## src/design/ptbl_pkg.sv

```systemverilog
`default_nettype none

package ptbl_pkg;

  // One whole token in 16.16 fixed point
  localparam logic [31:0] ONE_TOKEN = 32'h0001_0000;

  // Result codes
  typedef enum logic [1:0] {
    VERDICT_OK     = 2'd0,
    VERDICT_SCHEMA = 2'd1,
    VERDICT_RATE   = 2'd2
  } verdict_e;

  // Commands from the controller to the datapath
  typedef struct packed {
    logic capture;  // latch the request and read its bucket
    logic mul;      // form elapsed time times rate
    logic calc;     // refill and cap the bucket
    logic commit;   // spend, write back and load the response
  } ptbl_cmd_t;

  // Status from the datapath to the controller
  typedef struct packed {
    logic bypass;   // incoming request needs no bucket update
  } ptbl_sts_t;

endpackage

`default_nettype wire

```

## src/design/ptbl_ctrl.sv

```systemverilog
`default_nettype none

module ptbl_ctrl
  import ptbl_pkg::*;
(
  input  wire logic      clk_i,
  input  wire logic      rst_ni,
  input  wire logic      req_valid_i,
  output logic           req_ready_o,
  output logic           rsp_valid_o,
  input  wire logic      rsp_ready_i,
  input  wire ptbl_sts_t sts_i,
  output ptbl_cmd_t      cmd_o
);

  localparam logic [1:0] S_IDLE = 2'd0;
  localparam logic [1:0] S_MUL  = 2'd1;
  localparam logic [1:0] S_CALC = 2'd2;
  localparam logic [1:0] S_DONE = 2'd3;

  logic [1:0] state_q, state_d;
  logic       rsp_valid_q, rsp_valid_d;
  logic       req_fire;
  logic       slot_free;

  assign req_ready_o = (state_q == S_IDLE);
  assign req_fire    = req_valid_i && req_ready_o;
  assign slot_free   = !rsp_valid_q || rsp_ready_i;
  assign rsp_valid_o = rsp_valid_q;

  // Sequence one request through read, multiply, refill and commit, or from read straight to commit on bypass
  always_comb begin
    state_d     = state_q;
    cmd_o       = '0;
    rsp_valid_d = rsp_valid_q && !rsp_ready_i;
    unique case (state_q)
      S_IDLE: begin
        if (req_fire) begin
          cmd_o.capture = 1'b1;
          state_d       = sts_i.bypass ? S_DONE : S_MUL;
        end
      end
      S_MUL: begin
        cmd_o.mul = 1'b1;
        state_d   = S_CALC;
      end
      S_CALC: begin
        cmd_o.calc = 1'b1;
        state_d    = S_DONE;
      end
      S_DONE: begin
        // hold until the response register is free
        if (slot_free) begin
          cmd_o.commit = 1'b1;
          rsp_valid_d  = 1'b1;
          state_d      = S_IDLE;
        end
      end
      default: state_d = S_IDLE;
    endcase
  end

  always_ff @(posedge clk_i or negedge rst_ni) begin
    if (!rst_ni) begin
      state_q     <= S_IDLE;
      rsp_valid_q <= 1'b0;
    end else begin
      state_q     <= state_d;
      rsp_valid_q <= rsp_valid_d;
    end
  end

endmodule

`default_nettype wire

```

## config.mk

```make
export PLATFORM = sky130hd
export DESIGN_NAME = ptbl_ctrl
export DESIGN_NICKNAME = d
export VERILOG_FILES = /design/src/design/ptbl_pkg.sv /design/src/design/ptbl_ctrl.sv
export SDC_FILE = /design/constraint.sdc
export NUM_CORES = 1
export LEC_CHECK = 0
export BUFFER_PORTS_ARGS = -buffer_cell sky130_fd_sc_hd__buf_2
export CORE_AREA = 4 4 41 43
export CTS_CLUSTER_SIZE = 12
export DETAILED_ROUTE_END_ITERATION = 6
export DIE_AREA = 0 0 45 47
export PLACE_DENSITY = 0.34
export SYNTH_ARGS = -nofsm -noshare
export SYNTH_HDL_FRONTEND = slang
export SYNTH_SLANG_ARGS = --single-unit
```

## constraint.sdc

```tcl
create_clock -name clk_i -period 1.1 [get_ports clk_i]
set_input_delay 0.22 -clock clk_i [delete_from_list [all_inputs] [get_ports clk_i]]
set_output_delay 0.22 -clock clk_i [all_outputs]
set_load 0.02 [all_outputs]
```

[Yosys cells after proc, flatten, opt, wreduce, memory -nomap -nowiden]
Cells that the tools add are included.
Storage, ports and cells
  register bits: 3
  output and inout bits: 6
  bits of input ports: 5
Operators by class
  mux-type cells: 12
  equality and inequality tests: 5
  reductions and logical operators: 7
Operator list (count)
  two-way mux 1 bit: 8
  one-hot mux 2 bit (4 select lines): 1
  two-way mux 2 bit: 3
  == test 2 bit, second input constant: 2
  == test 2 x 1 -> 1 bit, second input constant: 1
  logical AND 1 bit: 2
  zero test 1 bit: 2
  zero test 2 bit: 1
  inequality test 2 x 1 -> 1 bit, second input constant: 1
  inequality test 2 bit, second input constant: 1
  AND reduction 2 bit: 1
  logical OR 1 bit: 1

[Depth between registers and ports, before layout]
Gate-level depths: netlist (run 1).
  depth in word-level cells: 4
  depth in mapped cells: 5
  gate-level depth less buffers: 5

[Worst setup path after synthesis (run 1)]
Ideal clock, no wire load.
  path type: register -> register
  start: register state_q[0]
  end: register state_q[1]
  data arrival time: 1.308 ns
  buffers on the path: 0
  path slack: -0.291 ns
  clock period less this slack: 1.391 ns
  stages on the path, launching flop included: 6
  data required time: 1.018 ns
  path through: dfrtp_1 > inv_1 > ha_1 > and2_1 > a21oi_1 > o22ai_1
On the way
  word-level cells in the longest chain between the ends: 4
  elaborated cells on any way between the ends: 9
  those cells by class: 5 x eq/ne; 1 x mux; 3 x reduce/logical
RTL lines
  from (decl): line ptbl_ctrl.sv:21  | logic [1:0] state_q, state_d;
  from (signal assigned): line ptbl_ctrl.sv:68  | state_q <= state_d;
  zero test 2 bit *: line ptbl_ctrl.sv:26  | assign req_ready_o = (state_q == S_IDLE);
  named net req_ready_o: line ptbl_ctrl.sv:9  | output logic req_ready_o,
  logical AND 1 bit: line ptbl_ctrl.sv:27  | assign req_fire = req_valid_i && req_ready_o;
  inequality test 2 x 1 -> 1 bit (no source line)
  AND reduction 2 bit (no source line)
The timed path passes the listed nets; every way through them passes the cells marked *.
A chain may end at the register's enable or synchronous reset.

==> flow_summary.ini, run 1 <==
[run_status]
status = finished, violations left
violations = negative setup slack

[job]
drv_cap = 0

[setup_path]
startpoint_type = flop
reg2reg_to = state_q[0]
worstPathArrival_ps = 1110
cp_cell_sequence = inv_2 > ha_4 > and2_4 > buf_6
cp_slowest_cell = dfrtp_1
critical_path_class = reg2out
cp_num_cells = 4
cp.required_ps = 880
cp_num_buf_inv = 2
critPathTopFamily = flip-flops
r2r-start = state_q[0]
cp_slowest_stage_delay_ps = 390
end_kind = primary output
worst_setup_path_startpoint = state_q[0]
ff2ff_path_depth = 3
r2r_slack_ps = -120
cp-endpoint = cmd_o[3]
worst-path-max-fanout = 3

[floorplanning]
die_y_um = 47
start_util_pct = 15.9
dieWidth_um = 45
ios = 11
die_area_um2 = 2120
coreArea_um2 = 1300
rows = 13

[placed_design]
dp.final_hpwl_um = 409
gp_congestion = 0.808
port_buffers = 10
dpl_cell_area_um2 = 318

[sta]
skew_ps = 3.36
finalCritPeriodShare_pct = 121
timing.final.hold_violations = 0
worst_slack_ps = -231
finalCriticalPeriod_ps = 1330
rsz0062_at_grt = yes
worst_pin_slew_ps = 161
tns_ps = -1250
slew_headroom_pct = 89.3
drv_slew = 0
max_freq_ghz = 0.751
setup_violations = 7

[drt]
wl_per_cell_um = 9.38
drc = 0
antenna_left = 0
drt_iter0_markers = 1
routed_wl_um = 516
via_per_inst = 3.89
num_vias = 214
dr.pass1.iters = 2

[clock_network]
cts_buffers = 3
cts_root_buffer = clkbuf_4
cts_tree = built
numClockSinks = 3
cts.clk_slew.worst_paths_ps = 40
clock_tree.buffer_depth = 2
cts.htree.levels = 1
insertion_delay_ps = 230

[synthesis]
synth_area_um2 = 206
synth_cell_types = 11
synth-seq-cells = 3
ys.warnings.count = 0
synth_fp_nets = 29
syn-instance-count = 20
avgSynthCellArea_um2 = 10.3
synth_seq_area_share_pct = 36.4

[grt]
grt_pass1_vias = 237
track_usage_pct = 6.40
grt_pass1_wl_um = 869
grt_antenna_before_repair = 0
grt_overflow = 0
grt_start_max_net_pins = 4

[pwr]
finalPower_mw = 1.32
seq_power_share_pct = 16.6
sw_frac_of_total_pct = 39.6
power_density_nw_per_um2 = 3180
p_int_uw = 799
p_comb_share_pct = 68.8
ir_drop_uv = 1080
p_sw_uw = 523
clockPowerShare_pct = 14.5
p_leak_nw = 0.204

[final_layout]
mostFrequentLayoutCells = buf_2 (5), buf_6 (5), buf_4 (5)
area_growth_pct = 101
antenna_cells = 0
nets = 50
drive_gt1_share_pct = 67.5
design_area_um2 = 415

[min_path]
worstHoldPathType = in2reg
[layer usage]
layer	routed length (um)	share of wire, %	GRT usage (%)
met1	198	38	5.01
met2	271	53	9.89
met3	46	8.9	4.60
met4	0	0	7.02
met5	0	0	0
[repair_timing]
item	CTS	global route
hold buffers	1	0
pin swaps	3	0
resized for setup	14	0
setup endpoints to repair	7	7
hold endpoints to repair	3	0
buffers inserted	2	0
[power groups by stage]
stage | logic [mW] | clock network (mW) | registers [mW]
detailed placement | 0.707 | 0 | 0.219
global route | 1.00 | 0.211 | 0.225
finish | 0.910 | 0.192 | 0.220
global placement | 0.706 | 0 | 0.219
CTS | 0.924 | 0.199 | 0.221
floorplan | 0.459 | 0 | 0.235
[logic make-up (layout without fill, tap and decap cells)]
| logic type | Yosys count | in the layout | share of synthesized area (%) |
|---|---|---|---|
| and+or+nand+nor | 6 | 6 | 19.4 |
| adders and majority gates | 4 | 4 | 24.2 |
| AOI/OAI and AO/OA | 4 | 4 | 14.5 |
| DFF | 3 | 3 | 36.4 |
| buffers and inverters | 3 | 23 | 5.45 |
[how the worst min path moves through the flow]
| stage | from | end | slack [ps] | cells after the start |
|---|---|---|---|---|
| floorplan | rst_ni | rsp_valid_o | -80 | 0 |
| global placement | rst_ni | state_q[1] | 20 | 1 |
| detailed placement | rst_ni | rsp_valid_o | 20 | 1 |
| CTS | sts_i | state_q[1] | 270 | 3 |
| global route | sts_i | state_q[1] | 290 | 3 |
| finish | sts_i | state_q[1] | 270 | 3 |
[cell type report]
| cell class | count | area [um^2] |
|---|---|---|
| Tap cell | 15 | 18.8 |
| Multi-Input combinational cell | 14 | 155 |
| Sequential cell | 3 | 75.1 |
| Inverter | 3 | 11.3 |
| Timing Repair Buffer | 16 | 129 |
| Fill cell | 147 | 886 |
| Clock buffer | 4 | 26.3 |
[worst register-to-register path, delay by kind of cell, from the launching register on]
| kind | cells | cell delay (ps) |
|---|---|---|
| flip-flops | 1 | 410 |
| adder cells (fa/ha/maj) | 1 | 210 |
| AND/OR/NAND/NOR | 1 | 200 |
| AO/OA/AOI/OAI | 1 | 290 |
[per-stage QoR]
step / cells / hold slack (ps) / util, % / setup slack [ps]
4_1_cts: 55 / 270 / 31.9 / -235
2_1_floorplan: 20 / -75.6 / - / -54.9
5_1_grt: 55 / 286 / 31.9 / -268
3_5_place_dp: 48 / 15.8 / 24.4 / -99.8
3_3_place_gp: 48 / 18.9 / 24.4 / -101
6_report: 55 / 274 / 31.9 / -231
[flip-flops by register name, indices dropped and copies added (netlist names)]
signal / count
rsp_valid_o: 1
state_q: 2
[synthesized netlist by cell type (all sizes together)]
master	number	area (um^2)
ha	4	50.1
dfrtp	3	75.1
inv	3	11.3
a21oi	2	13.8
and2	2	12.5
nand2b	2	12.5
and3b	1	8.76
nor2b	1	6.26
o22ai	1	6.26
o32a	1	10.0
No activity file was read; power rests on OpenSTA's default activity.
==> run 2: changes to the inputs <==
--- a/config.mk
+++ b/config.mk
@@ -6,10 +6,10 @@
 export NUM_CORES = 1
 export LEC_CHECK = 0
 export BUFFER_PORTS_ARGS = -buffer_cell sky130_fd_sc_hd__buf_2
-export CORE_AREA = 4 4 41 43
+export CORE_AREA = 2 2 39 41
 export CTS_CLUSTER_SIZE = 12
 export DETAILED_ROUTE_END_ITERATION = 6
-export DIE_AREA = 0 0 45 47
+export DIE_AREA = 0 0 41 43
 export PLACE_DENSITY = 0.34
 export SYNTH_ARGS = -nofsm -noshare
 export SYNTH_HDL_FRONTEND = slang
==> run 2 against run 1 <==
Against the previous run: flip-flop and latch count stayed put; die area is 17% lower; the run still ends with negative setup slack left; setup slack better by 16 ps; combinational power is 2% lower; via count is 3.7% lower; highest routed layer unchanged; non-clock buffer count stayed put; sequential power hardly changed; sequential share of layout area is 0.11 points lower.
==> flow_summary.ini, run 2 (synthesized netlist as in run 1, its figures left out) <==
[run_status]
status = finished, violations left
violations = negative setup slack

[pwr]
power_density_nw_per_um2 = 3100
ir_drop_uv = 789
p_leak_nw = 0.204

[final_layout]
final_common_cell = buf_2
top_register = state_q
antenna_cells = 0
mostFrequentLayoutCells = buf_2 (6), buf_4 (5), buf_6 (4)
nets = 50
drive_gt1_share_pct = 67.5
area_growth_pct = 102
final_cell_count_no_fill = 56
filler_cell_count = 154
final_core_util_pct = 30.2
largest_reg_flops = 2

[sta]
skew_ps = 3.85
drv_slew = 0
worst_slack_ps = -215
setup_violations = 7
worst_pin_slew_ps = 177
finalCritPeriodShare_pct = 120
rsz0062_at_grt = yes
hold_slack_ps = 300
slew_headroom_pct = 88.2
timing.final.hold_violations = 0
finalCriticalPeriod_ps = 1320
max_freq_ghz = 0.760

[setup_path]
cp.required_ps = 880
startpoint_type = flop
end_kind = primary output
r2r-start = state_q[1]
worst_setup_path_startpoint = state_q[1]
worst-path-max-fanout = 3
critical_path_class = reg2out
worstPathArrival_ps = 1100

[drt]
drt_iter0_markers = 4
drc = 0
num_vias = 206
wl_per_cell_um = 8.14
via_per_inst = 3.68
routed_wl_um = 456
dr.pass1.iters = 3
antenna_left = 0

[clock_network]
cts.htree.levels = 1
numClockSinks = 3
clock_tree.buffer_depth = 2
cts_root_buffer = clkbuf_4
cts.clk_slew.worst_paths_ps = 30
cts_tree = built
insertion_delay_ps = 220
cts_buffers = 3

[floorplanning]
rows = 14
dieWidth_um = 41
start_util_pct = 14.9
ios = 11
die_area_um2 = 1760
die_y_um = 43
coreArea_um2 = 1380

[grt]
track_usage_pct = 6.54
grt_overflow = 0
grt_antenna_before_repair = 0
grt_start_max_net_pins = 4
grt_pass1_vias = 235
grt_pass1_wl_um = 793

[placed_design]
dp.final_hpwl_um = 391
placed_cells = 50
gp_congestion = 0.624
port_buffers = 10

[job]
drv_cap = 0

[min_path]
worstHoldStart = sts_i
worstHoldPathType = in2reg
run 2: cell counts in the layout (fill, tap and decap cells not counted):
Identical to the previous run, type by type.
run 2: final timing paths:
path | end | slack, ps | cells after the start
min reg2reg | rsp_valid_o | 540 | 2
min in group asynchronous | rsp_valid_o | 320 | 2
max | cmd_o[3] | -220 | 4
max reg2reg | state_q[0] | -130 | 3
max in group asynchronous | state_q[1] | 670 | 2
min | state_q[1] | 300 | 3
run 2: report_power, final:
| part | internal (mW) | switching [mW] |
|---|---|---|
| logic | 0.481 | 0.413 |
| clock network | 0.135 | 0.0469 |
| registers | 0.169 | 0.0500 |
| total | 0.785 | 0.510 |
run 2: layer usage:
metal / track usage [%] / part of all wire (%) / vias to the layer above
li1: - / - / 107
met1: 7.44 / 43 / 92
met2: 10.3 / 49 / 7
met3: 1.57 / 7.9 / 0
met4: 4.00 / 0 / 0
met5: 0 / 0 / -
run 2: stage by stage:
stage                     setup slack [ps]  power [mW]  cell area [um^2]  setup TNS [ps]
after floorplan                      -54.9       0.693               226           -97.0
after global placement                -125       0.950               327            -318
after detailed placement             -99.6       0.947               327            -301
after CTS                             -240        1.32               410           -1290
after global routing                  -274        1.43               418           -1500
final                                 -215        1.30               418           -1150
run 2: cell type report:
cell class | instances | area [um^2] | area share (%)
well taps | 16 | 20.0 | 4.79
multi-input cells | 14 | 163 | 38.9
repair buffers | 16 | 123 | 29.3
inverters | 3 | 11.3 | 2.69
flip-flops and latches | 3 | 75.1 | 18.0
clock buffers | 4 | 26.3 | 6.29
run 2: repair_timing:
action / in CTS / in global routing
hold buffers: 1 / 0
pin swaps: 3 / 1
endpoints found under the hold margin: 3 / 0
cloned: 0 / 0
setup buffers: 1 / 0
resized for setup: 12 / 1
endpoints found under the setup margin: 7 / 7
run 2: worst max-delay path, stage by stage (launching register included):
cell	delay (ps)
dfrtp_1	400
inv_2	90
ha_4	140
and2_4	140
buf_6	110
==> run 3: changes to the inputs <==
--- a/config.mk
+++ b/config.mk
@@ -5,12 +5,13 @@
 export SDC_FILE = /design/constraint.sdc
 export NUM_CORES = 1
 export LEC_CHECK = 0
+export ABC_AREA = 1
 export BUFFER_PORTS_ARGS = -buffer_cell sky130_fd_sc_hd__buf_2
 export CORE_AREA = 2 2 39 41
 export CTS_CLUSTER_SIZE = 12
 export DETAILED_ROUTE_END_ITERATION = 6
 export DIE_AREA = 0 0 41 43
-export PLACE_DENSITY = 0.34
+export PLACE_DENSITY = 0.36
 export SYNTH_ARGS = -nofsm -noshare
 export SYNTH_HDL_FRONTEND = slang
 export SYNTH_SLANG_ARGS = --single-unit
==> run 3 against run 2 <==
Against the previous run: design area increased by 24%; flip-flop and latch count unchanged; clock-buffer cell count unchanged; critical path depth increased by 1; clock skew increased by 0.72 ps; fmax decreased by 2.4%; the run still ends with negative setup slack left; power increased by 28%; clock power increased by 5%.
==> flow_summary.ini, run 3 <==
[run_status]
status = finished, violations left
violations = negative setup slack

[synthesis]
synthSimpleGateAreaFrac_pct = 29.8
synth.most_common_cell = nand2_1
synth_ff_type = dfrtp_1
ys_top_cells_by_count = nand2_1 (12), inv_1 (7), ha_1 (4)
synth_compound_area_share_pct = 2.25
synth-seq-cells = 3
yosysTopAreaCell = dfrtp_1
avgSynthCellArea_um2 = 7.18
ys_top_cells_by_area = dfrtp_1 (34%), ha_1 (22%), nand2_1 (20%), inv_1 (12%), nand3_1 (6.7%)
synth_area_um2 = 223
synth_fp_nets = 40
syn-instance-count = 31
muxShareOfSynthArea_pct = 0
synth_cell_types = 7
synth_xor_area_share_pct = 0
synth_edf_count = 0
synth_top_family_by_area = simple AND/OR/NAND/NOR gates
synthAdderAreaFrac_pct = 22.5
postSynth.asyncResetShare_pct = 100
synth_seq_area_share_pct = 33.7
yosysTopAreaCellShare_pct = 33.7
ys.warnings.count = 0

[final_layout]
final_cell_count_no_fill = 71
nets = 65
mostFrequentLayoutCells = nand2_1 (9), buf_4 (8), buf_2 (5)
design_area_um2 = 517
regArea_um2 = 76.3
final_core_util_pct = 37.3
area_growth_pct = 132
top_register = state_q
drive_gt1_share_pct = 65.5
filler_cell_count = 147
largest_reg_flops = 2
final_common_cell = nand2_1
multi_input_area_um2 = 188
antenna_cells = 0

[clock_network]
cts.clk_slew.worst_paths_ps = 40
numClockSinks = 3
clock_tree.buffer_depth = 2
cts.htree.levels = 1
cts_root_buffer = clkbuf_4
cts_tree = built
insertion_delay_ps = 230
cts_buffers = 3

[sta]
finalCritPeriodShare_pct = 122
timing.final.hold_violations = 0
finalCriticalPeriod_ps = 1350
skew_ps = 4.57
slew_headroom_pct = 89.3
drv_slew = 0
tns_ps = -1240
worst_slack_ps = -247
max_freq_ghz = 0.742
rsz0062_at_grt = yes
setup_violations = 7
worst_pin_slew_ps = 161

[placed_design]
pre_cts_slack_ps = -63.7
port_buffers = 10
dp.final_hpwl_um = 422
gp_congestion = 0.636
dpl_cell_area_um2 = 337
placed_cells = 59

[setup_path]
startpoint_type = flop
critical_path_class = reg2out
cp_slowest_cell = dfrtp_1
worstPathArrival_ps = 1130
worst-path-max-fanout = 4
cp.required_ps = 880
cp_cell_sequence = inv_2 > ha_4 > nand2_1 > inv_1 > buf_6
cp_slowest_stage_delay_ps = 400
end_kind = primary output

[drt]
routed_wl_um = 641
num_vias = 273
wl_per_cell_um = 9.03
dr.pass1.iters = 2
drt_iter0_markers = 5
drc = 0
via_per_inst = 3.85
antenna_left = 0

[floorplanning]
die_y_um = 43
die_area_um2 = 1760
start_util_pct = 16.1
ios = 11
coreArea_um2 = 1380
rows = 14
dieWidth_um = 41

[pwr]
power_density_nw_per_um2 = 3210
p_leak_nw = 0.275
ir_drop_uv = 1100

[min_path]
worstHoldPathType = in2reg

[grt]
grt_pass1_wl_um = 1030
grt_start_max_net_pins = 5
grt_antenna_before_repair = 0
track_usage_pct = 9.25
grt_overflow = 0
grt_pass1_vias = 279

[job]
drv_cap = 0
==> run 3: metal layers <==
| layer | up-vias | wire length, um | GRT usage [%] |
|---|---|---|---|
| met5 | - | 0 | 0 |
| met4 | 0 | 0 | 8.00 |
| met3 | 0 | 34 | 4.19 |
| met2 | 7 | 387 | 15.3 |
| met1 | 124 | 219 | 7.42 |
| li1 | 142 | - | - |
==> run 3: area by class of cell <==
cell class	count	area share, %
repair buffers	20	34.9
multi-input cells	21	36.3
well taps	16	3.87
clock buffers	4	5.08
inverters	7	5.08
flip-flops and latches	3	14.8
==> run 3: cell families after synthesis <==
family,count (synthesis)
buffers and inverters,7
adders and majority gates,4
AOI/OAI and AO/OA,1
DFF,3
and+or+nand+nor,16
==> run 3: power breakdown <==
| part | internal, mW | leakage (nW) | switching (mW) |
|---|---|---|---|
| sequential | 0.173 | 0.0356 | 0.0698 |
| clock | 0.136 | 0.0150 | 0.0563 |
| combinational | 0.670 | 0.224 | 0.555 |
| total | 0.978 | 0.275 | 0.681 |
==> run 3: path summary, 6_finish.rpt <==
path | slack, ps | cells after the start | from | to
setup reg to reg | -130 | 6 | state_q[1] | state_q[0]
min in group asynchronous | 310 | 2 | rst_ni | rsp_valid_o
max in group asynchronous | 670 | 2 | rst_ni | state_q[0]
setup / recovery | -250 | 5 | state_q[1] | cmd_o[3]
hold reg to reg | 580 | 2 | rsp_valid_o | rsp_valid_o
hold / removal | 280 | 4 | rsp_ready_i | rsp_valid_o
==> run 3: worst max-delay path: cells and delay by family, from the launching register on <==
family | cells | cell delay (ps)
fa+ha+maj | 1 | 160
buf+inv | 3 | 290
flops | 1 | 400
simple gates | 1 | 50
==> run 3: per-stage QoR <==
| stage | power (mW) | hold slack [ps] |
|---|---|---|
| 5_1_grt | 1.81 | 301 |
| 4_1_cts | 1.55 | 263 |
| 2_1_floorplan | 0.750 | -75.6 |
| 3_3_place_gp | 0.961 | 20.6 |
| 3_5_place_dp | 0.956 | 20.1 |
| 6_report | 1.66 | 280 |
==> run 3: repair_timing <==
| item | CTS | global route |
|---|---|---|
| pin swaps | 6 | 3 |
| gates resized for setup | 16 | 4 |
| hold endpoints to repair | 3 | 0 |
| hold buffers | 1 | 0 |
| setup endpoints to repair | 6 | 7 |
| setup buffers | 6 | 1 |
